File: src/rtl/iadm_pkg.sv
// iadm_pkg: constants, codes and controller/datapath link types for the
// input action deadzone mapper; no dependencies
`default_nettype none
package iadm_pkg;
    localparam int NUM_INPUTS  = 64;
    localparam int NUM_ACTIONS = 4;
    localparam int FRAC_BITS   = 12;
    localparam int LVL_W  = FRAC_BITS + 1;
    localparam int IDX_W  = $clog2(NUM_INPUTS);
    localparam int ACT_W  = (NUM_ACTIONS > 1) ? $clog2(NUM_ACTIONS) : 1;
    localparam int CNT_W  = IDX_W + 1;
    localparam int DIV_STEPS = LVL_W;
    localparam int PEND_W = NUM_ACTIONS + 2;
    localparam logic [LVL_W-1:0] ONE_Q = LVL_W'(1) << FRAC_BITS;

    // operation codes
    localparam logic [1:0] OP_SET      = 2'd0;
    localparam logic [1:0] OP_TICK     = 2'd1;
    localparam logic [1:0] OP_RD_INPUT = 2'd2;
    localparam logic [1:0] OP_RD_ACT   = 2'd3;

    // result kinds
    localparam logic [2:0] K_IN_PRESS   = 3'd0;
    localparam logic [2:0] K_IN_RELEASE = 3'd1;
    localparam logic [2:0] K_ACT_PRESS  = 3'd2;
    localparam logic [2:0] K_ACT_REL    = 3'd3;
    localparam logic [2:0] K_READ       = 3'd4;

    // register indexes
    localparam logic [2:0] REG_MASK0 = 3'd0;
    localparam logic [2:0] REG_DZ0   = 3'd4;

    typedef struct packed {
        logic             accept;
        logic             walk_rd;
        logic [IDX_W-1:0] walk_addr;
        logic             div_load;
        logic             div_step;
        logic             div_commit;
        logic [ACT_W-1:0] act_sel;
        logic             emit;
    } cmd_t;

    typedef struct packed {
        logic [1:0]             new_op;
        logic [NUM_ACTIONS-1:0] bound;
        logic                   pend_empty;
    } status_t;
endpackage
`default_nettype wire

File: src/rtl/iadm_datapath.sv
// iadm_datapath: input level memory, edge flags, action max walk, deadzone
// divider and output register; depends on iadm_pkg
`default_nettype none
module iadm_datapath (
    input  wire logic                aclk,
    input  wire logic                aresetn,
    input  wire iadm_pkg::cmd_t      cmd,
    output iadm_pkg::status_t        status,
    input  wire logic [23:0]         s_tdata,
    input  wire logic                cfg_valid,
    input  wire logic [2:0]          cfg_index,
    input  wire logic [63:0]         cfg_data,
    output logic                     m_tvalid,
    input  wire logic                m_tready,
    output logic [23:0]              m_tdata,
    output logic [2:0]               m_tuser,
    output logic                     m_tlast
);
    import iadm_pkg::*;

    // configuration
    logic [NUM_INPUTS-1:0]  mask_reg [NUM_ACTIONS];
    logic [FRAC_BITS-1:0]   dz_reg   [NUM_ACTIONS];

    // input state: values in memory, zero-ness in flops
    logic [LVL_W-1:0]      mem [NUM_INPUTS];
    logic [LVL_W-1:0]      rdata_reg;
    logic [NUM_INPUTS-1:0] lvl_nz_reg, prior_nz_reg;

    // action state
    logic [LVL_W-1:0]       act_lvl_reg  [NUM_ACTIONS];
    logic [NUM_ACTIONS-1:0] act_prior_nz_reg;
    logic [LVL_W-1:0]       mx_reg [NUM_ACTIONS];
    logic [NUM_ACTIONS-1:0] act_rel_reg;

    // item latch
    logic [1:0]       op_reg;
    logic [IDX_W-1:0] idx_reg;
    logic [LVL_W-1:0] in_lvl_reg;
    logic             in_rel_reg;
    logic [PEND_W-1:0] pend_reg;

    // walk pipeline
    logic             wv_reg;
    logic [IDX_W-1:0] waddr_reg;

    // divider
    logic [LVL_W-1:0] rem_reg, nsh_reg, q_reg, dvs_reg;

    logic [1:0]       s_op;
    logic [IDX_W-1:0] s_idx;
    logic [LVL_W-1:0] s_str, sat;
    logic [IDX_W-1:0] rd_addr;
    logic [LVL_W:0]   trial;
    logic [LVL_W-1:0] mx_sel, diff;
    logic [FRAC_BITS-1:0] dz_sel;
    logic [PEND_W-1:0] pick;
    logic [2:0]        o_kind;
    logic [IDX_W-1:0]  o_which;
    logic [LVL_W-1:0]  o_lvl;
    logic              o_jp, o_jr;
    logic              out_free;
    logic              rd_nz, rd_pnz;

    assign s_op  = s_tdata[1:0];
    assign s_idx = s_tdata[7:2];
    assign s_str = s_tdata[20:8];
    assign sat   = (s_str > ONE_Q) ? ONE_Q : s_str;

    // status back to the controller
    always_comb begin
        status.new_op     = s_op;
        status.pend_empty = (pend_reg == '0);
        for (int a = 0; a < NUM_ACTIONS; a++) begin
            status.bound[a] = mask_reg[a][idx_reg];
        end
    end

    // configuration writes
    always_ff @(posedge aclk) begin
        if (!aresetn) begin
            for (int a = 0; a < NUM_ACTIONS; a++) begin
                mask_reg[a] <= '0;
                dz_reg[a]   <= '0;
            end
        end else if (cfg_valid) begin
            for (int a = 0; a < NUM_ACTIONS; a++) begin
                if (cfg_index == REG_MASK0 + 3'(a)) begin
                    mask_reg[a] <= cfg_data[NUM_INPUTS-1:0];
                end
                if (cfg_index == REG_DZ0 + 3'(a)) begin
                    dz_reg[a] <= cfg_data[FRAC_BITS-1:0];
                end
            end
        end
    end

    // level memory: write on set, read for walk or input read
    // after accept the read address stays on the latched index
    assign rd_addr = cmd.walk_rd ? cmd.walk_addr : (cmd.accept ? s_idx : idx_reg);
    always_ff @(posedge aclk) begin
        if (cmd.accept && s_op == OP_SET) begin
            mem[s_idx] <= sat;
        end
        rdata_reg <= mem[rd_addr];
    end

    // zero flags and action state
    always_ff @(posedge aclk) begin
        if (!aresetn) begin
            lvl_nz_reg       <= '0;
            prior_nz_reg     <= '0;
            act_prior_nz_reg <= '0;
            for (int a = 0; a < NUM_ACTIONS; a++) begin
                act_lvl_reg[a] <= '0;
            end
        end else begin
            if (cmd.accept && s_op == OP_SET) begin
                prior_nz_reg[s_idx] <= lvl_nz_reg[s_idx];
                lvl_nz_reg[s_idx]   <= (sat != '0);
            end
            if (cmd.accept && s_op == OP_TICK) begin
                prior_nz_reg <= lvl_nz_reg;
                for (int a = 0; a < NUM_ACTIONS; a++) begin
                    act_prior_nz_reg[a] <= (act_lvl_reg[a] != '0);
                end
            end
            if (cmd.div_commit) begin
                act_prior_nz_reg[cmd.act_sel] <= (act_lvl_reg[cmd.act_sel] != '0);
                act_lvl_reg[cmd.act_sel]      <= q_reg;
            end
        end
    end

    // item latch and pending result mask
    always_ff @(posedge aclk) begin
        if (!aresetn) begin
            pend_reg <= '0;
        end else if (cmd.accept) begin
            if (s_op == OP_SET) begin
                pend_reg <= {{(PEND_W-1){1'b0}}, ((sat != '0) != lvl_nz_reg[s_idx])};
            end else if (s_op != OP_TICK) begin
                pend_reg <= {1'b1, {(PEND_W-1){1'b0}}};
            end else begin
                pend_reg <= '0;
            end
        end else if (cmd.div_commit) begin
            pend_reg[1 + cmd.act_sel] <=
                (q_reg != '0) != (act_lvl_reg[cmd.act_sel] != '0);
        end else if (cmd.emit && out_free) begin
            pend_reg <= pend_reg & ~pick;
        end
    end

    always_ff @(posedge aclk) begin
        if (cmd.accept) begin
            op_reg     <= s_op;
            idx_reg    <= s_idx;
            in_lvl_reg <= sat;
            in_rel_reg <= (sat == '0);
        end
        if (cmd.div_commit) begin
            act_rel_reg[cmd.act_sel] <= (q_reg == '0);
        end
    end

    // max walk over bound inputs, all actions at once
    always_ff @(posedge aclk) begin
        if (!aresetn) begin
            wv_reg <= 1'b0;
        end else begin
            wv_reg <= cmd.walk_rd;
        end
        waddr_reg <= cmd.walk_addr;
        for (int a = 0; a < NUM_ACTIONS; a++) begin
            if (cmd.accept) begin
                mx_reg[a] <= '0;
            end else if (wv_reg && mask_reg[a][waddr_reg] && lvl_nz_reg[waddr_reg]
                         && rdata_reg > mx_reg[a]) begin
                mx_reg[a] <= rdata_reg;
            end
        end
    end

    // restoring divider: (s - dz) * ONE / (ONE - dz)
    assign mx_sel = mx_reg[cmd.act_sel];
    assign dz_sel = dz_reg[cmd.act_sel];
    assign diff   = (mx_sel > LVL_W'(dz_sel)) ? mx_sel - LVL_W'(dz_sel) : '0;
    assign trial  = {rem_reg, nsh_reg[LVL_W-1]};

    always_ff @(posedge aclk) begin
        if (cmd.div_load) begin
            rem_reg <= diff >> 1;
            nsh_reg <= {diff[0], {(LVL_W-1){1'b0}}};
            q_reg   <= '0;
            dvs_reg <= ONE_Q - LVL_W'(dz_sel);
        end else if (cmd.div_step) begin
            nsh_reg <= nsh_reg << 1;
            if (trial >= {1'b0, dvs_reg}) begin
                rem_reg <= LVL_W'(trial - {1'b0, dvs_reg});
                q_reg   <= {q_reg[LVL_W-2:0], 1'b1};
            end else begin
                rem_reg <= trial[LVL_W-1:0];
                q_reg   <= {q_reg[LVL_W-2:0], 1'b0};
            end
        end
    end

    // pick lowest pending result
    assign pick = pend_reg & (~pend_reg + PEND_W'(1));

    always_comb begin
        rd_nz  = 1'b0;
        rd_pnz = 1'b0;
        o_kind  = K_READ;
        o_which = idx_reg;
        o_lvl   = '0;
        o_jp    = 1'b0;
        o_jr    = 1'b0;
        if (pick[0]) begin
            o_kind = in_rel_reg ? K_IN_RELEASE : K_IN_PRESS;
            o_lvl  = in_lvl_reg;
        end else if (pick[PEND_W-1]) begin
            if (op_reg == OP_RD_INPUT) begin
                rd_nz  = lvl_nz_reg[idx_reg];
                rd_pnz = prior_nz_reg[idx_reg];
                o_lvl  = rd_nz ? rdata_reg : '0;
            end else if (32'(idx_reg) < NUM_ACTIONS) begin
                o_lvl  = act_lvl_reg[ACT_W'(idx_reg)];
                rd_nz  = (o_lvl != '0);
                rd_pnz = act_prior_nz_reg[ACT_W'(idx_reg)];
            end
            o_jp = rd_nz && !rd_pnz;
            o_jr = !rd_nz && rd_pnz;
        end else begin
            for (int a = NUM_ACTIONS - 1; a >= 0; a--) begin
                if (pick[1 + a]) begin
                    o_kind  = act_rel_reg[a] ? K_ACT_REL : K_ACT_PRESS;
                    o_which = IDX_W'(a);
                    o_lvl   = act_lvl_reg[a];
                end
            end
        end
    end

    // output register
    assign out_free = !m_tvalid || m_tready;
    always_ff @(posedge aclk) begin
        if (!aresetn) begin
            m_tvalid <= 1'b0;
        end else if (cmd.emit && out_free && pend_reg != '0) begin
            m_tvalid <= 1'b1;
        end else if (m_tready) begin
            m_tvalid <= 1'b0;
        end
        if (cmd.emit && out_free && pend_reg != '0) begin
            m_tdata <= {3'b0, o_jr, o_jp, o_lvl, o_which};
            m_tuser <= o_kind;
            m_tlast <= ((pend_reg & ~pick) == '0);
        end
    end

    // quotient never exceeds full strength
    a_q_range: assert property (@(posedge aclk) disable iff (!aresetn)
        cmd.div_commit |-> q_reg <= ONE_Q) else $error("quotient above one");
    // pending mask shrinks by at most one result per emitted transaction
    a_pend_one: assert property (@(posedge aclk) disable iff (!aresetn)
        (cmd.emit && !cmd.accept && !cmd.div_commit) |=>
            $countones($past(pend_reg)) - $countones(pend_reg) <= 1)
        else $error("more than one result dropped");
endmodule
`default_nettype wire

File: src/rtl/iadm_ctrl.sv
// iadm_ctrl: sequencer for set, tick and read items (walk, divide, emit);
// depends on iadm_pkg
`default_nettype none
module iadm_ctrl (
    input  wire logic              aclk,
    input  wire logic              aresetn,
    input  wire logic              s_tvalid,
    output logic                   s_tready,
    input  wire iadm_pkg::status_t status,
    output iadm_pkg::cmd_t         cmd
);
    import iadm_pkg::*;

    typedef enum logic [2:0] {
        S_IDLE, S_WALK, S_DIVL, S_DIVS, S_DIVC, S_EMIT
    } state_t;

    state_t           state_reg;
    logic [CNT_W-1:0] cnt_reg;
    logic [ACT_W-1:0] act_reg;
    logic             accept;

    assign s_tready = (state_reg == S_IDLE);
    assign accept   = s_tvalid && s_tready;

    // command decode
    always_comb begin
        cmd            = '0;
        cmd.accept     = accept;
        cmd.walk_rd    = (state_reg == S_WALK) && (cnt_reg < CNT_W'(NUM_INPUTS));
        cmd.walk_addr  = cnt_reg[IDX_W-1:0];
        cmd.div_load   = (state_reg == S_DIVL) && status.bound[act_reg];
        cmd.div_step   = (state_reg == S_DIVS);
        cmd.div_commit = (state_reg == S_DIVC);
        cmd.act_sel    = act_reg;
        cmd.emit       = (state_reg == S_EMIT);
    end

    // state and counters
    always_ff @(posedge aclk) begin
        if (!aresetn) begin
            state_reg <= S_IDLE;
            cnt_reg   <= '0;
            act_reg   <= '0;
        end else begin
            unique case (state_reg)
                S_IDLE: begin
                    cnt_reg <= '0;
                    act_reg <= '0;
                    if (accept) begin
                        priority if (status.new_op == OP_SET) begin
                            state_reg <= S_WALK;
                        end else if (status.new_op == OP_TICK) begin
                            state_reg <= S_IDLE;
                        end else begin
                            state_reg <= S_EMIT;
                        end
                    end
                end
                S_WALK: begin
                    if (cnt_reg == CNT_W'(NUM_INPUTS)) begin
                        state_reg <= S_DIVL;
                    end else begin
                        cnt_reg <= cnt_reg + CNT_W'(1);
                    end
                end
                S_DIVL: begin
                    cnt_reg <= '0;
                    if (status.bound[act_reg]) begin
                        state_reg <= S_DIVS;
                    end else if (act_reg == ACT_W'(NUM_ACTIONS - 1)) begin
                        state_reg <= S_EMIT;
                    end else begin
                        act_reg <= act_reg + ACT_W'(1);
                    end
                end
                S_DIVS: begin
                    cnt_reg <= cnt_reg + CNT_W'(1);
                    if (cnt_reg == CNT_W'(DIV_STEPS - 1)) begin
                        state_reg <= S_DIVC;
                    end
                end
                S_DIVC: begin
                    if (act_reg == ACT_W'(NUM_ACTIONS - 1)) begin
                        state_reg <= S_EMIT;
                    end else begin
                        act_reg   <= act_reg + ACT_W'(1);
                        state_reg <= S_DIVL;
                    end
                end
                S_EMIT: begin
                    if (status.pend_empty) begin
                        state_reg <= S_IDLE;
                    end
                end
                default: state_reg <= S_IDLE;
            endcase
        end
    end

    a_set_walks: assert property (@(posedge aclk) disable iff (!aresetn)
        (accept && status.new_op == OP_SET) |=> state_reg == S_WALK)
        else $error("set did not start walk");
    a_div_len: assert property (@(posedge aclk) disable iff (!aresetn)
        (state_reg == S_DIVS && cnt_reg == CNT_W'(DIV_STEPS - 1)) |=> state_reg == S_DIVC)
        else $error("divide length wrong");
    a_emit_done: assert property (@(posedge aclk) disable iff (!aresetn)
        (state_reg == S_EMIT && status.pend_empty) |=> state_reg == S_IDLE)
        else $error("emit did not finish");
endmodule
`default_nettype wire

File: src/rtl/input_action_deadzone_mapper.sv
// Set items walk the 64-entry level memory and divide for each bound action,
// then give one result per cycle while the output is not stalled; ticks give
// none; reads give one reply. One item at a time, a set held by the walk and the
// one-bit-per-cycle deadzone divider. Synchronous active-low reset clears input
// zero flags, action levels, edge flags, bindings and deadzones; no clearing pass.
// top level: joins controller and datapath; depends on iadm_pkg, iadm_ctrl,
// iadm_datapath
`default_nettype none
module input_action_deadzone_mapper (
    input  wire logic        aclk,
    input  wire logic        aresetn,
    input  wire logic        s_tvalid,
    output logic             s_tready,
    input  wire logic [23:0] s_tdata,   // operation[1:0], index[7:2], strength[20:8]
    output logic             m_tvalid,
    input  wire logic        m_tready,
    output logic [23:0]      m_tdata,   // which[5:0], level[18:6], just_pressed[19],
                                        // just_released[20]
    output logic [2:0]       m_tuser,   // kind[2:0]
    output logic             m_tlast,
    input  wire logic        cfg_valid,
    output logic             cfg_ready,
    input  wire logic [2:0]  cfg_index,
    input  wire logic [63:0] cfg_data
);
    import iadm_pkg::*;

    cmd_t    cmd;
    status_t status;

    assign cfg_ready = 1'b1;

    iadm_ctrl u_ctrl (
        .aclk     (aclk),
        .aresetn  (aresetn),
        .s_tvalid (s_tvalid),
        .s_tready (s_tready),
        .status   (status),
        .cmd      (cmd)
    );

    iadm_datapath u_dp (
        .aclk      (aclk),
        .aresetn   (aresetn),
        .cmd       (cmd),
        .status    (status),
        .s_tdata   (s_tdata),
        .cfg_valid (cfg_valid),
        .cfg_index (cfg_index),
        .cfg_data  (cfg_data),
        .m_tvalid  (m_tvalid),
        .m_tready  (m_tready),
        .m_tdata   (m_tdata),
        .m_tuser   (m_tuser),
        .m_tlast   (m_tlast)
    );
endmodule
`default_nettype wire

File: config.mk
export PLATFORM = sky130hd
export DESIGN_NAME = input_action_deadzone_mapper
export DESIGN_NICKNAME = d
export VERILOG_FILES = /design/src/rtl/iadm_pkg.sv /design/src/rtl/iadm_datapath.sv /design/src/rtl/iadm_ctrl.sv /design/src/rtl/input_action_deadzone_mapper.sv
export SDC_FILE = /design/constraint.sdc
export NUM_CORES = 2
export LEC_CHECK = 0
export ABC_AREA = 1
export BUFFER_PORTS_ARGS = -buffer_cell sky130_fd_sc_hd__buf_4
export CAP_MARGIN = 5
export CORE_MARGIN = 4
export CORE_UTILIZATION = 45
export CTS_CLUSTER_SIZE = 14
export DETAILED_ROUTE_END_ITERATION = 8
export PLACE_DENSITY = 0.72
export SKIP_CTS_REPAIR_TIMING = 1
export SYNTH_ARGS = -nofsm -noshare
export SYNTH_HDL_FRONTEND = slang
export SYNTH_SLANG_ARGS = --single-unit
File: constraint.sdc
create_clock -name aclk -period 6.4 [get_ports aclk]
set_clock_uncertainty 0.05 [all_clocks]
set_input_delay 1.28 -clock aclk [delete_from_list [all_inputs] [get_ports aclk]]
set_output_delay 1.28 -clock aclk [all_outputs]
set_load 0.05 [all_outputs]
==> metrics <==
status finished clean; GP Congestion between 0.9 and 1; Max Root-Sink Buffers 3; RSZ-0062 raised after global routing no; CTS Sinks 1,504; initial core utilization a little under half; mapped cell area about 70,000 sq um; die width between 400 and 500 um; detailed-route vias per instance just under 6; setup TNS 0 ns; Chip Height 403 um; Synth warnings 0; gr usage total 24.2%; vias in the first global route between 50,000 and 60,000; Worst Tran Pin Value between 1 and 1.5 ns; CP startpoint kind flop; Syn Area/Cell around 10 sq um; crit path DAT 5.48 ns; hold path depth 0; Row Count 144; # fillers ~13,000; Hold Fails Final Rpt 0; max reg flops around 830; EDFF count, synth between 1,000 and 1,500; VDD IR max 0.505 mV; layout cell share with drive strength beyond 1 approximately 8.3%; Slew Viols, Final 0; total grt overflow 0; Detail Placement HPWL 123 mm; PD cells around 440 nW/um^2; DP Area 72,900 sq um; FF-to-FF path depth 12; fmax just over 200 MHz; Worst slew margin approximately 15%; Core Region between 150,000 and 200,000 sq um; first-pass GRT wire length 307 mm; CTS tree yes; CTS buffer count 150; initial antenna violation count 7; fin util between 50% and 60%; final instance area around 78,000 sq um; leak pwr roughly 0.028 uW; crit end category flop; clock root cell clkbuf_16; Final period util between 70% and 80%; r2r setup slk between 1.5 and 2 ns; hold endpoint u_dp.waddr_reg[1]$_DFF_P_; 1st-pass router iterations 7; post-synth cell types 63; HP Class reg2reg; Async SR Flop Fraction 0%; Setup CP Type reg2reg; Area growth syn-to-layout 10.9%; full die area roughly 160,000 sq um; post-synthesis cell count about 7,000; crit path max fanout approximately 170; post-route ant nets 0; DRT iter0 DRCs 7,046; number of synthesized register bits roughly 1,500; clock transition at the registers of the reported paths 0.06 ns; Worst-Skew Late Latency between 0.7 and 0.8 ns; Final setup viols 0; Reg-to-Reg End u_dp.rdata_reg[0]$_DFF_P_; Port Buffer Count approximately 120; CP required approximately 7.0 ns; fin crit period 4.84 ns; Critical R2R Launch u_dp.idx_reg[0]$_DFF_P_; Hold Slack approximately 0.32 ns; predominant post-synthesis flop cell edfxtp_1; drt wl/cell between 20 and 25 um; H-tree Lvls 4; Routed WL around 200 mm; boundary pin count ~130; MaxCap Viol Count 0; largest net degree at the start of global routing 169; Seq/Total Area, Yosys between 60% and 70%; Final #Nets between 7,000 and 8,000; hold path start u_ctrl.cnt_reg[1]$_SDFFE_PN0P_; DRC 0; routed via count between 50,000 and 60,000
==> power breakdown <==
part	internal (uW)	switching [uW]	leakage, uW
registers	11300	618	0.0138
clock network	5190	3800	0.00245
logic	3890	9530	0.0120
total	20400	14000	0.0283
==> synth_stat cells (9+ instances only) <==
cell,n,area [sq um]
nor3_1,21,105
nor2_1,1041,3910
o21ai_1,268,1340
a221oi_1,11,96.3
or2_1,18,113
a211oi_1,54,405
edfxtp_1,1311,39400
o2111ai_1,9,78.8
or2_0,40,250
o21bai_1,43,323
buf_2,195,976
buf_1,10,37.5
o221ai_1,15,131
buf_6,15,169
a21oi_1,306,1530
nand4_1,29,181
buf_4,23,173
a22oi_1,9,67.6
xnor2_1,12,105
nand2_1,804,3020
ha_1,80,1000
o211ai_1,306,2300
nor2_2,18,113
nor4_1,14,87.6
dfxtp_1,193,3860
xor2_1,20,175
inv_1,575,2160
clkbuf_1,219,822
a32o_1,10,100
a31oi_1,51,319
a211oi_2,12,150
o21ai_0,674,3370
inv_2,19,71.3
or2_2,13,81.3
nand3_1,457,2290
o22ai_1,76,475
==> metrics by stage <==
stage                     cells  power, uW  worst slack, ns
after floorplan            7036      21200             2.30
after global placement     8872      24900             1.65
after detailed placement   8872      25200             1.57
after CTS                  9150      34200             1.88
after global routing       9150      36100             1.49
final                      9152      34300             1.56
==> cells in the final DEF (no fill, tap or decap), types with 10 or more instances in the layout <==
cell,synthesis,routed
edfxtp_1,1311,1311
nor2_1,1041,1025
nand2_1,804,799
o21ai_0,674,673
inv_1,575,575
nand3_1,457,453
o211ai_1,306,306
a21oi_1,306,306
o21ai_1,268,268
buf_4,23,247
dfxtp_1,193,189
clkbuf_16,0,156
ha_1,80,80
o22ai_1,76,76
a211oi_1,54,54
a31oi_1,51,51
o21bai_1,43,43
or2_0,40,40
clkbuf_1,219,36
clkinv_1,6,32
nand4_1,29,29
clkinv_2,0,22
nor2_2,18,20
nor3_1,21,20
xor2_1,20,20
or2_1,18,18
inv_2,19,16
nor2_4,2,16
o221ai_1,15,15
bufinv_16,0,15
nor4_1,14,14
or2_2,13,13
xnor2_1,12,12
a211oi_2,12,12
a221oi_1,11,11
a32o_1,10,10
buf_12,0,10
==> worst max-delay path by stage <==
stage | startpoint | end | slack [ns] | cells past startpoint
after floorplan | s_tdata[8] | u_dp.in_lvl_reg[10]$_DFFE_PP_ | 2.30 | 5
after global placement | s_tvalid | u_dp.rdata_reg[12]$_DFF_P_ | 1.65 | 15
final | u_dp.idx_reg[0]$_DFF_P_ | u_dp.rdata_reg[0]$_DFF_P_ | 1.56 | 12
after global routing | u_dp.idx_reg[0]$_DFF_P_ | u_dp.rdata_reg[10]$_DFF_P_ | 1.49 | 12
after detailed placement | s_tvalid | u_dp.rdata_reg[9]$_DFF_P_ | 1.57 | 15
after CTS | u_dp.idx_reg[0]$_DFF_P_ | u_dp.rdata_reg[12]$_DFF_P_ | 1.88 | 12
==> logic make-up after synthesis <==
kind of cell / count (synthesis) / synth area share, %
xor gates and xnor gates: 32 / 0.399
and+or+nand+nor: 2473 / 14.6
buffers and inverters: 1068 / 6.35
other: 2 / 0.0107
DFF: 1504 / 61.5
adders and majority gates: 82 / 1.48
AOI/OAI and AO/OA: 1873 / 15.6
==> worst max-delay path: stages, from the launching register on <==
cell and delay, ns:
dfxtp_4 0.98, inv_6 0.62, o21ai_2 0.34, nand2_2 0.11, nand2_8 0.32, clkinv_8 0.35, buf_12 0.33, o211ai_1 0.43
o211ai_1 0.14, nand3_1 0.12, nand3_1 0.18, nand3_1 0.27, nand2_1 0.07
==> area by class of cell <==
| type | count | area, sq um | share of cell area [%] |
|---|---|---|---|
| Sequential cell | 1504 | 43200 | 55.5 |
| Multi-Input combinational cell | 4464 | 22800 | 29.2 |
| Clock buffer | 201 | 4140 | 5.32 |
| Tap cell | 2044 | 2560 | 3.28 |
| Inverter | 603 | 2290 | 2.94 |
| Timing Repair Buffer | 257 | 2050 | 2.64 |
| Clock inverter | 77 | 886 | 1.14 |
| Antenna cell | 2 | 5.00 | 0.00642 |
==> layer usage <==
layer  vias to the layer above  share of wire [%]  wire length [um]  track usage (%)
met5                         -              0.027                55                0
li1                      24700                  -                 -                -
met2                      3043                 47             95000             39.1
met3                       575                9.9             20100             4.18
met1                     26200                 39             79400             32.3
met4                         8                4.3              8800             10.8
Power figures use the tool's default switching activity.
